<file path="src/sv/bfgl_pkg.sv">
package bfgl_pkg;

    // Table sizes.
    localparam int GLYPH_SLOTS = 256;
    localparam int CODE_SPACE  = 65536;
    localparam int PAGES       = 16;
    localparam int SLOT_BITS   = $clog2(GLYPH_SLOTS);
    localparam int CODE_BITS   = $clog2(CODE_SPACE);

    // Field widths.
    localparam int TEX_W      = 12;
    localparam int MAP_SLOT_W = 8;
    localparam int KIND_W     = 3;
    localparam int MAP_W      = KIND_W + MAP_SLOT_W;
    localparam int RECT_W     = 4 * TEX_W;
    localparam int METRIC_W   = 40;
    localparam int POS_W      = 20;
    localparam int SUM_W      = 20;
    localparam int STEP_W     = 22;
    localparam int ACC_W      = 23;

    // Character codes that the map resets to white space or line breaks.
    localparam int CHAR_TAB    = 9;
    localparam int CHAR_RETURN = 10;
    localparam int CHAR_SPACE  = 32;

    // Queue between the lookup front and the pen back.
    localparam int QUEUE_DEPTH = 4;
    localparam int QPTR_W      = $clog2(QUEUE_DEPTH);
    localparam int QLEVEL_W    = $clog2(QUEUE_DEPTH + 1);

    typedef enum logic [1:0] {
        OP_LOAD_MAP   = 2'd0,
        OP_LOAD_GLYPH = 2'd1,
        OP_START      = 2'd2,
        OP_LAYOUT     = 2'd3
    } op_t;

    typedef enum logic [KIND_W-1:0] {
        KIND_END    = 3'd0,
        KIND_RETURN = 3'd1,
        KIND_TAB    = 3'd2,
        KIND_SPACE  = 3'd3,
        KIND_GLYPH  = 3'd4
    } kind_t;

    // What the back end does with a word.
    typedef enum logic [2:0] {
        ACT_LOAD,
        ACT_START,
        ACT_RETURN,
        ACT_ADVANCE,
        ACT_GLYPH,
        ACT_SKIP,
        ACT_END
    } act_t;

    typedef enum logic [2:0] {
        CFG_ORIGIN_X    = 3'd0,
        CFG_ORIGIN_Y    = 3'd1,
        CFG_SCALE_X     = 3'd2,
        CFG_SCALE_Y     = 3'd3,
        CFG_FONT_WIDTH  = 3'd4,
        CFG_LINE_HEIGHT = 3'd5,
        CFG_PAGE_COUNT  = 3'd6
    } cfg_index_t;

    typedef struct packed {
        logic signed [POS_W-1:0] origin_x;
        logic signed [POS_W-1:0] origin_y;
        logic [11:0]             scale_x;
        logic [11:0]             scale_y;
        logic [9:0]              font_width;
        logic [9:0]              line_height;
        logic [4:0]              page_count;
    } cfg_t;

    // A classified word with its scaled steps, as queued for the back end.
    typedef struct packed {
        act_t                     act;
        logic signed [STEP_W-1:0] step_h;
        logic signed [STEP_W-1:0] off_x;
        logic signed [STEP_W-1:0] step_y;
        logic [TEX_W-1:0]         tex_x;
        logic [TEX_W-1:0]         tex_y;
        logic [TEX_W-1:0]         tex_w;
        logic [TEX_W-1:0]         tex_h;
        logic [3:0]               page;
    } work_t;

    typedef struct packed {
        logic                    emitted;
        logic                    stopped;
        logic signed [POS_W-1:0] screen_x;
        logic signed [POS_W-1:0] screen_y;
        logic [TEX_W-1:0]        tex_x;
        logic [TEX_W-1:0]        tex_y;
        logic [TEX_W-1:0]        tex_w;
        logic [TEX_W-1:0]        tex_h;
        logic [3:0]              page;
        logic [SUM_W-1:0]        total_width;
        logic [SUM_W-1:0]        total_height;
    } result_t;

endpackage

</file>
<file path="src/sv/bfgl_fifo.sv">
module bfgl_fifo import bfgl_pkg::*; (
    input  logic                aclk,
    input  logic                aresetn,
    input  logic                push,
    input  work_t               push_item,
    input  logic                pop,
    output work_t               head,
    output logic                not_empty,
    output logic [QLEVEL_W-1:0] level
);

    work_t               mem_reg [QUEUE_DEPTH];
    logic [QPTR_W-1:0]   wr_ptr_reg, wr_ptr_next;
    logic [QPTR_W-1:0]   rd_ptr_reg, rd_ptr_next;
    logic [QLEVEL_W-1:0] level_reg, level_next;

    // Pointer and fill level update.
    always_comb begin
        wr_ptr_next = wr_ptr_reg;
        rd_ptr_next = rd_ptr_reg;
        level_next  = level_reg;
        if (push) begin
            wr_ptr_next = (wr_ptr_reg == QPTR_W'(QUEUE_DEPTH - 1)) ? '0 : wr_ptr_reg + 1'b1;
        end
        if (pop) begin
            rd_ptr_next = (rd_ptr_reg == QPTR_W'(QUEUE_DEPTH - 1)) ? '0 : rd_ptr_reg + 1'b1;
        end
        if (push && !pop) begin
            level_next = level_reg + 1'b1;
        end else if (pop && !push) begin
            level_next = level_reg - 1'b1;
        end
    end

    always_ff @(posedge aclk) begin
        if (!aresetn) begin
            wr_ptr_reg <= '0;
            rd_ptr_reg <= '0;
            level_reg  <= '0;
        end else begin
            wr_ptr_reg <= wr_ptr_next;
            rd_ptr_reg <= rd_ptr_next;
            level_reg  <= level_next;
        end
    end

    // Entry storage.
    always_ff @(posedge aclk) begin
        if (push) begin
            mem_reg[wr_ptr_reg] <= push_item;
        end
    end

    assign head      = mem_reg[rd_ptr_reg];
    assign not_empty = (level_reg != '0);
    assign level     = level_reg;

endmodule

</file>
<file path="config.mk">
export PLATFORM = sky130hd
export DESIGN_NAME = bfgl_fifo
export DESIGN_NICKNAME = d
export VERILOG_FILES = /design/src/sv/bfgl_pkg.sv /design/src/sv/bfgl_fifo.sv
export SDC_FILE = /design/constraint.sdc
export NUM_CORES = 1
export LEC_CHECK = 0
export BUFFER_PORTS_ARGS = -buffer_cell sky130_fd_sc_hd__buf_2
export CAP_MARGIN = 10
export CORE_UTILIZATION = 35
export DETAILED_ROUTE_END_ITERATION = 12
export SLEW_MARGIN = 20
export SYNTH_ARGS = -nofsm -noshare
export SYNTH_HDL_FRONTEND = slang
export SYNTH_SLANG_ARGS = --single-unit
</file>
<file path="constraint.sdc">
create_clock -name aclk -period 3.6 [get_ports aclk]
set_input_delay 0.54 -clock aclk [delete_from_list [all_inputs] [get_ports aclk]]
set_output_delay 0.54 -clock aclk [all_outputs]
set_load 0.01 [all_outputs]
</file>
==> implementation parameters <==
Parameter                              Value

Drt
  Total detailed-routing wirelength ... 34320 µm
  Via density ... 4.764
  Total via count after detailed routing ... 7979
  Final routed DRC violation total ... 0
  Post-detailed-route count of antenna-violating nets ... 0
  DRC violation total after the first TritonRoute iteration ... 449
  First-pass detailed-route iteration total ... 5
  Routed length per placed instance ... 20.49 µm

Min path
  Type of the tightest min-delay check ... in -> reg
  Launch instance of the worst min-delay path ... push_item[44]

Synthesis
  Post-synthesis instance area ... 0.01800 mm²
  Post-synthesis net count ... 807
  YS warnings ... 0
  Top cell type's share of synthesized area ... 80.72%
  Mean area per synthesized cell ... 26.67 µm²
  Area leader, netlist ... edfxtp_1
  Synth Instances ... 675
  Cell variety after synth ... 23
  Top cells by area in the synthesized netlist ... edfxtp_1 81%, mux4_2 15%, buf_12 1.1%
  Register bit count reported by yosys ... 493
  Register area share after synthesis ... 81.72%

Final layout
  Fraction of final layout cells with drive strength greater than 1 ... 46.31%
  Synthesis-to-layout area growth ... 20.31%
  Most common cell after layout, fill and taps aside ... edfxtp_1
  Flip-flop count of the largest register, all copies and words added ... 484
  Highest-count cells in the layout ignoring fill and taps ... 484 x edfxtp_1, 249 x buf_2, 121 x mux4_2
  Final core area utilization ... 42.91%
  Number of fill cells in the layout ... 4374
  Nets@finish ... 1099
  Post-route cell area ... 0.02166 mm²

STA
  Max-slew violation count ... 0
  Min cycle time layout ... 2.911 ns
  Post-route worst setup slack ... 0.6893 ns
  Sum of negative setup slack ... 0 ns
  Max transition margin ... 50.76%
  Worst setup skew after layout ... 0.01666 ns
  Unrepaired setup endpoints after global routing ... no
  Hold Worst Slack ... 0.1768 ns
  Pin slew with the least headroom to its limit ... 0.7385 ns
  Final hold viol count ... 0
  Top achievable clock speed ... 343.6 MHz
  Final setup violating endpoints ... 0
  Final cycle utilization of the critical path ... 80.85%

Pwr
  Power per cell area ... 579.4 mW/mm²
  Max rail drop VDD ... 0.0003917 V
  Leak ... 0.007197 µW

Floorplanning
  Initial standard-cell utilization of the core ... 35.67%
  Core area ... 0.05048 mm²
  Total I/O pin count ... 250
  Standard-cell row count ... 82
  Die Y ... 228.8 µm
  Area of the die ... 0.05235 mm²
  Horizontal die dimension ... 228.8 µm

Clock tree
  Clk sink count ... 493
  Resized Gates After CTS ... 0
  Post-CTS Hold Fix Bufs ... 0
  Latest clock arrival within the worst-skew pair ... 0.58 ns
  Largest buffer count on any clock path ... 3
  H-Tree Depth ... 2
  Number of buffers added for setup after CTS ... 0
  Total CTS buffers ... 50
  Clock-pin slew on the worst setup and hold paths ... 0.06 ns
  Clock tree from TritonCTS ... done
  Master cell of the clock root buffer ... clkbuf_16

Setup path
  Arrival time of the worst setup path ... 2.37 ns
  Critical path launch point type ... flip-flop
  Critical path fanouts, max ... 36
  Startpoint of the most critical register-to-register path ... wr_ptr_reg[0]$_SDFFE_PN0P_
  Type of the setup path with the least slack ... reg -> out
  Capturing element type of the critical path ... primary output
  Required @ worst endpoint ... 3.06 ns

Placed design
  Detailed placement HPWL ... 20550 µm
  Worst Setup Slack post-DPL ... 1.191 ns
  Port Buffer Count ... 249
  Placed instance area ... 0.02013 mm²
  Weighted congestion reported at the end of routability-driven placement ... 0.6816

Global route
  Antenna violations before repair ... 3
  Total GRT Usage ... 13.28%
  Residual overflow from global routing ... 0
  Pin count of the biggest net entering global routing ... 71
  Number of global-route vias before repair ... 8778
  Global-route wire length before repair ... 52750 µm

Run status
  Run status ... completed

Job
  Number of max-cap violations ... 0
[logic make-up (layout without fill, tap and decap cells)]
logic type	Yosys count	after routing	synth area share, %
muxes	125	125	15.36
adders and majority gates	7	7	0.5281
other	0	1	0
DFF	493	493	81.72
buffers and inverters	31	358	1.716
AOI/OAI and AO/OA	3	3	0.1112
xor gates and xnor gates	2	2	0.09731
and+or+nand+nor	14	14	0.4655
[where the power goes]
| part | leakage, µW | total (µW) | switching (µW) | internal, µW |
|---|---|---|---|---|
| combinational | 0.00192 | 1070 | 577 | 492 |
| clock | 0.000755 | 4840 | 2030 | 2800 |
| sequential | 0.00452 | 6640 | 66.5 | 6580 |
[path summary, 6_finish.rpt]
check | slack (ns) | to | depth (start not counted)
worst max register to register | 1.74 | mem_reg[1][15]$_DFFE_PP_ | 3
worst max-delay path | 0.69 | head[30] | 3
worst min-delay path | 0.18 | mem_reg[0][44]$_DFFE_PP_ | 1
worst min register to register | 0.52 | level[2]$_SDFFE_PN0P_ | 2
[worst max-delay path: stages (launching register included)]
cell and delay, ns:
dfxtp_4 0.65, buf_12 0.34, mux4_2 0.59, buf_2 0.16
[synthesized netlist by cell type]
| library cell | n |
|---|---|
| edfxtp_1 | 484 |
| mux4_2 | 121 |
| buf_12 | 10 |
| buf_2 | 9 |
| dfxtp_1 | 9 |
| ha_1 | 6 |
| and2_1 | 5 |
| nor2b_1 | 5 |
| inv_1 | 4 |
| mux2i_1 | 4 |
| buf_1 | 3 |
| buf_4 | 3 |
| or3_1 | 2 |
| a21boi_0 | 1 |
| buf_6 | 1 |
| clkbuf_1 | 1 |
| fa_1 | 1 |
| nor2_1 | 1 |
| nor3_1 | 1 |
| o21a_1 | 1 |
| o21ai_0 | 1 |
| xnor2_1 | 1 |
| xor2_1 | 1 |
[through the flow]
stage / total power, µW / cells
after floorplan: 7391 / 675
after global placement: 7844 / 1587
after detailed placement: 7870 / 1587
after CTS: 12750 / 1674
after global routing: 13030 / 1674
final: 12550 / 1675
[layout make-up]
cell class	instances	area, µm²	share of cell area [%]
clock inverters	24	212.7	0.9820
diodes	1	2.502	0.01155
inverters	4	15.01	0.06932
repair buffers	267	1556	7.186
clock buffers	63	1320	6.094
flip-flops and latches	493	14720	67.96
well taps	672	840.8	3.882
multi-input cells	151	2992	13.81
[metal layers]
metal,wire [µm],vias up,GRT usage [%]
met2,17120,202,22.17
met1,14260,4210,16.71
li1,-,3503,-
met5,19,-,0
met4,756,2,3.813
met3,2163,62,4.054
Note: power is estimated with default switching activity, not from simulation.
