### config.mk
export PLATFORM = sky130hd
export DESIGN_NAME = bfgl_back
export DESIGN_NICKNAME = d
export VERILOG_FILES = /design/src/sv/bfgl_pkg.sv /design/src/sv/bfgl_back.sv
export SDC_FILE = /design/constraint.sdc
export NUM_CORES = 1
export LEC_CHECK = 0
export ABC_CLOCK_PERIOD_IN_PS = 4720
export BUFFER_PORTS_ARGS = -buffer_cell sky130_fd_sc_hd__buf_2
export CAP_MARGIN = 20
export CELL_PAD_IN_SITES_DETAIL_PLACEMENT = 0
export CELL_PAD_IN_SITES_GLOBAL_PLACEMENT = 1
export CORE_MARGIN = 1.5
export CORE_UTILIZATION = 37
export DETAILED_ROUTE_END_ITERATION = 7
export GPL_ROUTABILITY_DRIVEN = 0
export PLACE_DENSITY_LB_ADDON = 0.2
export SYNTH_ARGS = -nofsm -noshare
export SYNTH_HDL_FRONTEND = slang
export SYNTH_SLANG_ARGS = --single-unit
### constraint.sdc
create_clock -name aclk -period 4.72 [get_ports aclk]
set_input_delay 0.236 -clock aclk [delete_from_list [all_inputs] [get_ports aclk]]
set_output_delay 0.236 -clock aclk [all_outputs]
set_load 0.05 [all_outputs]
### src/sv/bfgl_pkg.sv
package bfgl_pkg;

    // Table sizes.
    localparam int GLYPH_SLOTS = 256;
    localparam int CODE_SPACE  = 65536;
    localparam int PAGES       = 16;
    localparam int SLOT_BITS   = $clog2(GLYPH_SLOTS);
    localparam int CODE_BITS   = $clog2(CODE_SPACE);

    // Field widths.
    localparam int TEX_W      = 12;
    localparam int MAP_SLOT_W = 8;
    localparam int KIND_W     = 3;
    localparam int MAP_W      = KIND_W + MAP_SLOT_W;
    localparam int RECT_W     = 4 * TEX_W;
    localparam int METRIC_W   = 40;
    localparam int POS_W      = 20;
    localparam int SUM_W      = 20;
    localparam int STEP_W     = 22;
    localparam int ACC_W      = 23;

    // Character codes that the map resets to white space or line breaks.
    localparam int CHAR_TAB    = 9;
    localparam int CHAR_RETURN = 10;
    localparam int CHAR_SPACE  = 32;

    // Queue between the lookup front and the pen back.
    localparam int QUEUE_DEPTH = 4;
    localparam int QPTR_W      = $clog2(QUEUE_DEPTH);
    localparam int QLEVEL_W    = $clog2(QUEUE_DEPTH + 1);

    typedef enum logic [1:0] {
        OP_LOAD_MAP   = 2'd0,
        OP_LOAD_GLYPH = 2'd1,
        OP_START      = 2'd2,
        OP_LAYOUT     = 2'd3
    } op_t;

    typedef enum logic [KIND_W-1:0] {
        KIND_END    = 3'd0,
        KIND_RETURN = 3'd1,
        KIND_TAB    = 3'd2,
        KIND_SPACE  = 3'd3,
        KIND_GLYPH  = 3'd4
    } kind_t;

    // What the back end does with a word.
    typedef enum logic [2:0] {
        ACT_LOAD,
        ACT_START,
        ACT_RETURN,
        ACT_ADVANCE,
        ACT_GLYPH,
        ACT_SKIP,
        ACT_END
    } act_t;

    typedef enum logic [2:0] {
        CFG_ORIGIN_X    = 3'd0,
        CFG_ORIGIN_Y    = 3'd1,
        CFG_SCALE_X     = 3'd2,
        CFG_SCALE_Y     = 3'd3,
        CFG_FONT_WIDTH  = 3'd4,
        CFG_LINE_HEIGHT = 3'd5,
        CFG_PAGE_COUNT  = 3'd6
    } cfg_index_t;

    typedef struct packed {
        logic signed [POS_W-1:0] origin_x;
        logic signed [POS_W-1:0] origin_y;
        logic [11:0]             scale_x;
        logic [11:0]             scale_y;
        logic [9:0]              font_width;
        logic [9:0]              line_height;
        logic [4:0]              page_count;
    } cfg_t;

    // A classified word with its scaled steps, as queued for the back end.
    typedef struct packed {
        act_t                     act;
        logic signed [STEP_W-1:0] step_h;
        logic signed [STEP_W-1:0] off_x;
        logic signed [STEP_W-1:0] step_y;
        logic [TEX_W-1:0]         tex_x;
        logic [TEX_W-1:0]         tex_y;
        logic [TEX_W-1:0]         tex_w;
        logic [TEX_W-1:0]         tex_h;
        logic [3:0]               page;
    } work_t;

    typedef struct packed {
        logic                    emitted;
        logic                    stopped;
        logic signed [POS_W-1:0] screen_x;
        logic signed [POS_W-1:0] screen_y;
        logic [TEX_W-1:0]        tex_x;
        logic [TEX_W-1:0]        tex_y;
        logic [TEX_W-1:0]        tex_w;
        logic [TEX_W-1:0]        tex_h;
        logic [3:0]              page;
        logic [SUM_W-1:0]        total_width;
        logic [SUM_W-1:0]        total_height;
    } result_t;

endpackage

### src/sv/bfgl_back.sv
module bfgl_back import bfgl_pkg::*; (
    input  logic    aclk,
    input  logic    aresetn,
    input  cfg_t    cfg,
    input  logic    q_valid,
    input  work_t   q_item,
    output logic    q_pop,
    output logic    m_valid,
    input  logic    m_ready,
    output result_t res
);

    localparam logic signed [ACC_W-1:0] ACC_POS_MAX = ACC_W'((1 << (POS_W - 1)) - 1);
    localparam logic signed [ACC_W-1:0] ACC_POS_MIN = -(ACC_W'(1 << (POS_W - 1)));
    localparam logic signed [ACC_W-1:0] ACC_SUM_MAX = ACC_W'((1 << SUM_W) - 1);

    function automatic logic signed [POS_W-1:0] sat_pos(input logic signed [ACC_W-1:0] v);
        logic signed [POS_W-1:0] r;
        r = v[POS_W-1:0];
        if (v > ACC_POS_MAX) begin
            r = {1'b0, {(POS_W - 1){1'b1}}};
        end else if (v < ACC_POS_MIN) begin
            r = {1'b1, {(POS_W - 1){1'b0}}};
        end
        return r;
    endfunction

    function automatic logic [SUM_W-1:0] sat_sum(input logic signed [ACC_W-1:0] v);
        logic [SUM_W-1:0] r;
        r = v[SUM_W-1:0];
        if (v[ACC_W-1]) begin
            r = '0;
        end else if (v > ACC_SUM_MAX) begin
            r = '1;
        end
        return r;
    endfunction

    logic signed [POS_W-1:0]  pen_x_reg, pen_x_next;
    logic signed [POS_W-1:0]  pen_y_reg, pen_y_next;
    logic [SUM_W-1:0]         wsum_reg, wsum_next;
    logic [SUM_W-1:0]         hsum_reg, hsum_next;
    logic                     ended_reg, ended_next;
    logic                     out_valid_reg, out_valid_next;
    result_t                  res_reg, res_next;

    logic signed [STEP_W-1:0] step_h, off_x, step_y;
    logic signed [ACC_W-1:0]  acc_pen_x, acc_pen_y, acc_wsum, acc_hsum;
    logic signed [ACC_W-1:0]  acc_scr_x, acc_scr_y, acc_start_h;

    assign step_h = q_item.step_h;
    assign off_x  = q_item.off_x;
    assign step_y = q_item.step_y;

    // Take the next word when the output register is free or being emptied.
    assign q_pop = q_valid && (!out_valid_reg || m_ready);

    // Candidate sums; each word uses at most four of them.
    assign acc_pen_x   = ACC_W'(pen_x_reg) + ACC_W'(step_h);
    assign acc_pen_y   = ACC_W'(pen_y_reg) + ACC_W'(step_y);
    assign acc_wsum    = $signed(ACC_W'(wsum_reg)) + ACC_W'(step_h);
    assign acc_hsum    = $signed(ACC_W'(hsum_reg)) + ACC_W'(step_y);
    assign acc_scr_x   = ACC_W'(pen_x_reg) + ACC_W'(off_x);
    assign acc_scr_y   = ACC_W'(pen_y_reg) + ACC_W'(step_y);
    assign acc_start_h = ACC_W'(step_y);

    // Pen state and result for the word at the queue head.
    always_comb begin
        pen_x_next = pen_x_reg;
        pen_y_next = pen_y_reg;
        wsum_next  = wsum_reg;
        hsum_next  = hsum_reg;
        ended_next = ended_reg;
        res_next   = '0;
        case (q_item.act)
            ACT_LOAD: begin
            end
            ACT_START: begin
                pen_x_next = cfg.origin_x;
                pen_y_next = cfg.origin_y;
                wsum_next  = '0;
                hsum_next  = sat_sum(acc_start_h);
                ended_next = 1'b0;
            end
            default: begin
                if (ended_reg) begin
                    res_next.stopped = 1'b1;
                end else begin
                    case (q_item.act)
                        ACT_RETURN: begin
                            pen_x_next = cfg.origin_x;
                            pen_y_next = sat_pos(acc_pen_y);
                            hsum_next  = sat_sum(acc_hsum);
                        end
                        ACT_ADVANCE: begin
                            pen_x_next = sat_pos(acc_pen_x);
                            wsum_next  = sat_sum(acc_wsum);
                        end
                        ACT_GLYPH: begin
                            res_next.emitted  = 1'b1;
                            res_next.screen_x = sat_pos(acc_scr_x);
                            res_next.screen_y = sat_pos(acc_scr_y);
                            res_next.tex_x    = q_item.tex_x;
                            res_next.tex_y    = q_item.tex_y;
                            res_next.tex_w    = q_item.tex_w;
                            res_next.tex_h    = q_item.tex_h;
                            res_next.page     = q_item.page;
                            pen_x_next        = sat_pos(acc_pen_x);
                            wsum_next         = sat_sum(acc_wsum);
                        end
                        ACT_SKIP: begin
                        end
                        default: begin
                            ended_next       = 1'b1;
                            res_next.stopped = 1'b1;
                        end
                    endcase
                end
            end
        endcase
        res_next.total_width  = wsum_next;
        res_next.total_height = hsum_next;
    end

    // Output register valid flag.
    always_comb begin
        out_valid_next = out_valid_reg;
        if (q_pop) begin
            out_valid_next = 1'b1;
        end else if (m_ready) begin
            out_valid_next = 1'b0;
        end
    end

    always_ff @(posedge aclk) begin
        if (!aresetn) begin
            pen_x_reg     <= '0;
            pen_y_reg     <= '0;
            wsum_reg      <= '0;
            hsum_reg      <= '0;
            ended_reg     <= 1'b0;
            out_valid_reg <= 1'b0;
        end else begin
            out_valid_reg <= out_valid_next;
            if (q_pop) begin
                pen_x_reg <= pen_x_next;
                pen_y_reg <= pen_y_next;
                wsum_reg  <= wsum_next;
                hsum_reg  <= hsum_next;
                ended_reg <= ended_next;
            end
        end
    end

    // Result word.
    always_ff @(posedge aclk) begin
        if (q_pop) begin
            res_reg <= res_next;
        end
    end

    assign m_valid = out_valid_reg;
    assign res     = res_reg;

endmodule

==> impl_metrics.env <==
export IMPL_yosysUniqueCellTypes=97
export IMPL_crit_type="flip-flop to flip-flop"
export IMPL_drive_gt1_share_pct=21.9
export IMPL_synth_top_area_share_pct=27.5
export IMPL_post_route_min_period_ns=3.63
export IMPL_clk_latency_ns=0.56
export IMPL_routedWlPerCell_um=19.2
export IMPL_worst_r2r_path_depth=11
export IMPL_reg2reg_to="res[115]$_SDFFCE_PP0P_"
export IMPL_cp_max_fo=19
export IMPL_fill_cells=3750
export IMPL_via_per_inst=5.45
export IMPL_max_cap_violations=0
export IMPL_p_switching_mw=1.90
export IMPL_grt_start_max_net_pins=77
export IMPL_min_from="q_item[18]"
export IMPL_overflow=0
export IMPL_avgSynthCellArea_um2=9.14
export IMPL_cts_tree="built"
export IMPL_largest_reg_flops=134
export IMPL_regToRegSetupSlack_ns=1.09
export IMPL_die_w_um=202
export IMPL_path_cells="ha_1 -> fa_1 -> a211oi_1 -> o21ai_0 -> nand4_1 -> a31oi_1 -> nor2_1 -> a21oi_1 -> xor2_1 -> o311ai_4 -> o21ai_0"
export IMPL_drtIter0Drc=779
export IMPL_max_stage_delay_ns=0.85
export IMPL_worstMarginPinSlew_ns=1.04
export IMPL_postCtsSetupBuffers=0
export IMPL_core_um2=38800
export IMPL_grt_setup_unrepaired="no"
export IMPL_drt_wl_total_um=47600
export IMPL_final_util_pct=46.6
export IMPL_slew_headroom_pct=30.9
export IMPL_root_buffer="clkbuf_16"
export IMPL_synthCells=1601
export IMPL_outcome="complete, no violations"
export IMPL_critPathSlowestCell="o311ai_4"
export IMPL_firstDrtPassIters=5
export IMPL_clock_skew_ns=0.0109
export IMPL_numPortBuffers=300
export IMPL_ios=350
export IMPL_p_clk_share_pct=34.8
export IMPL_synthTopCellsByArea="edfxtp_1 (28%), dfxtp_1 (11%), ha_1 (9.1%), a21oi_1 (5.5%), o21ai_0 (5.0%)"
export IMPL_yosysTopAreaCell="edfxtp_1"
export IMPL_whs_endpoint="res[58]$_SDFFCE_PP0P_"
export IMPL_p_leak_nw=7.79
export IMPL_ant_nets=0
export IMPL_regArea_um2=5670
export IMPL_drc=0
export IMPL_nets=2266
export IMPL_hp_class="input pin to flip-flop"
export IMPL_p_seq_share_pct=38.7
export IMPL_cp_arrival_ns=3.87
export IMPL_via_count=13500
export IMPL_ys_ff_latch=216
export IMPL_grt_pass1_vias=13000
export IMPL_synth_area_um2=14600
export IMPL_r2r_start="pen_x_reg[0]$_SDFFE_PN0P_"
export IMPL_cts_clk_slew_worst_paths_ns=0.06
export IMPL_setup_tns_ns=0
export IMPL_synth_edff_count=134
export IMPL_crit_top_cell="o21ai_0"
export IMPL_cts_sinks=216
export IMPL_finalHoldViolations=0
export IMPL_cp_required_ns=4.96
export IMPL_period_share_pct=76.9
export IMPL_synthArstFlopShare_pct=0
export IMPL_die_area_um2=40700
export IMPL_grt_use_total_pct=22.7
export IMPL_die_h_um=202
export IMPL_ys_seq_area_share_pct=38.7
export IMPL_start_util_pct=37.7
export IMPL_areaGrowthSynthToFinish_pct=23.6
export IMPL_grt_pass1_wl_um=73300
export IMPL_crit_path_end_kind="flip-flop"
export IMPL_pwr_share_comb_pct=26.5
export IMPL_cts_max_level=1
export IMPL_ctsLongestPathBuffers=3
export IMPL_slew_violations=0
export IMPL_swShare_pct=33.5
export IMPL_holdPathStages=2
export IMPL_antenna_found_initial=2
export IMPL_internal_power_mw=3.76
export IMPL_multiInputGateArea_um2=8510
export IMPL_yosysWarnings=0
export IMPL_rows=72
export IMPL_crit_path_start_kind="flip-flop"
export IMPL_dp_hpwl_um=35000
export IMPL_syn_nets=1927
export IMPL_irDropWorstVdd_mv=0.207
export IMPL_power_density_nw_per_um2=313
export IMPL_fmax_mhz=276
export IMPL_synth_main_ff_cell="edfxtp_1"
export IMPL_setup_violations=0
export IMPL_cts_made_buffers=27
==> stage by stage <==
step | cells | total power, mW | hold slack (ns) | setup slack, ns | cell area (um2)
after global routing | 2477 | 5.94 | 0.0102 | 0.720 | 18100
after global placement | 2363 | 3.68 | 0.464 | 1.11 | 16600
after detailed placement | 2363 | 3.68 | 0.476 | 1.07 | 16600
after CTS | 2476 | 5.72 | 0.000628 | 1.06 | 18100
final | 2478 | 5.66 | 0.0250 | 1.09 | 18100
after floorplan | 1601 | 3.28 | 0.365 | 1.02 | 14600
==> placed cells by master, fill, tap and decap left out, types with 32 or more instances in the layout <==
cell type        n
a21o_1          42
a21oi_1        160
and2_1          60
buf_2          300
dfxtp_1         82
dlygate4sd3_1   65
edfxtp_1       134
ha_1           107
inv_1           34
nand2_1        154
nand3_1         39
nor2_1         136
nor3_1          32
o21ai_0        144
xnor2_1         47
==> critical path, delay by kind of cell (launching register included) <==
kind | cells | cell delay, ns
AO/OA/AOI/OAI | 6 | 1.79
adder cells (fa/ha/maj) | 2 | 0.67
flip-flops | 1 | 0.36
AND/OR/NAND/NOR | 2 | 0.32
XOR/XNOR | 1 | 0.18
==> area by class of cell <==
cell class	count	share of cell area, %
well taps	518	3.58
repair buffers	384	12.7
inverters	36	0.775
diodes	1	0.0138
flip-flops and latches	216	31.3
clock buffers	34	3.99
clock inverters	14	0.588
multi-input cells	1275	47.0
==> what timing repair did <==
| item | 4_1_cts | 5_1_grt |
|---|---|---|
| gates resized for setup | 0 | 0 |
| hold endpoints to repair | 64 | 0 |
| hold buffers | 65 | 0 |
==> layer usage <==
| metal | vias up | global-route usage (%) | share of wire, % |
|---|---|---|---|
| met5 | - | 0 | 0.027 |
| met3 | 58 | 4.24 | 6.3 |
| li1 | 6654 | - | - |
| met2 | 424 | 36.0 | 44 |
| met4 | 2 | 5.60 | 2.1 |
| met1 | 6377 | 31.7 | 48 |
==> cell families (layout without fill, tap and decap cells) <==
logic type	Yosys count	after routing	synth area share (%)
simple gates	522	522	17.4
compound gates	563	563	26.2
mux	1	1	0.0684
buf+inv	110	468	3.25
other cells	0	1	0
fa+ha+maj	112	112	9.83
flops	216	216	38.7
xor+xnor	77	77	4.61
==> how the worst max path moves through the flow <==
stage          slack [ns]                      start                        end  cells past startpoint
2_1_floorplan        1.02       m_valid$_SDFFE_PN0P_           res[0]$_DFFE_PP_                      5
3_3_place_gp         1.11  pen_x_reg[0]$_SDFFE_PN0P_     res[117]$_SDFFCE_PP0P_                     11
3_5_place_dp         1.07                 q_item[96]  wsum_reg[10]$_SDFFE_PN0P_                     13
4_1_cts              1.06  pen_x_reg[0]$_SDFFE_PN0P_     res[115]$_SDFFCE_PP0P_                     11
5_1_grt              0.72   wsum_reg[0]$_SDFFE_PN0P_   wsum_reg[7]$_SDFFE_PN0P_                     12
6_report             1.09  pen_x_reg[0]$_SDFFE_PN0P_     res[115]$_SDFFCE_PP0P_                     11
==> Yosys cell counts (9+ instances only) <==
cell	n
dfxtp_1	82
a21oi_1	160
nor3_1	33
nand4_1	11
o21ai_0	145
clkbuf_1	54
nand2_1	154
inv_1	35
buf_2	11
nand2b_1	19
a21o_1	42
ha_1	107
xor2_1	30
edfxtp_1	134
nand3_1	39
and2_1	60
nor2_1	137
o31ai_1	14
o21ai_2	10
o211ai_1	23
nor2b_1	11
a211oi_1	18
and3_1	18
xnor2_1	47
o21bai_1	11
a31oi_1	13
a2111oi_2	10
a221o_1	9
o21a_1	17
==> power by group through the flow <==
stage / clock, mW / combinational [mW] / sequential (mW)
floorplan: 0 / 0.791 / 2.49
global placement: 0 / 1.45 / 2.23
detailed placement: 0 / 1.45 / 2.23
CTS: 2.03 / 1.50 / 2.19
global route: 2.10 / 1.63 / 2.20
finish: 1.97 / 1.50 / 2.19
(Power assumes the default switching activity.)
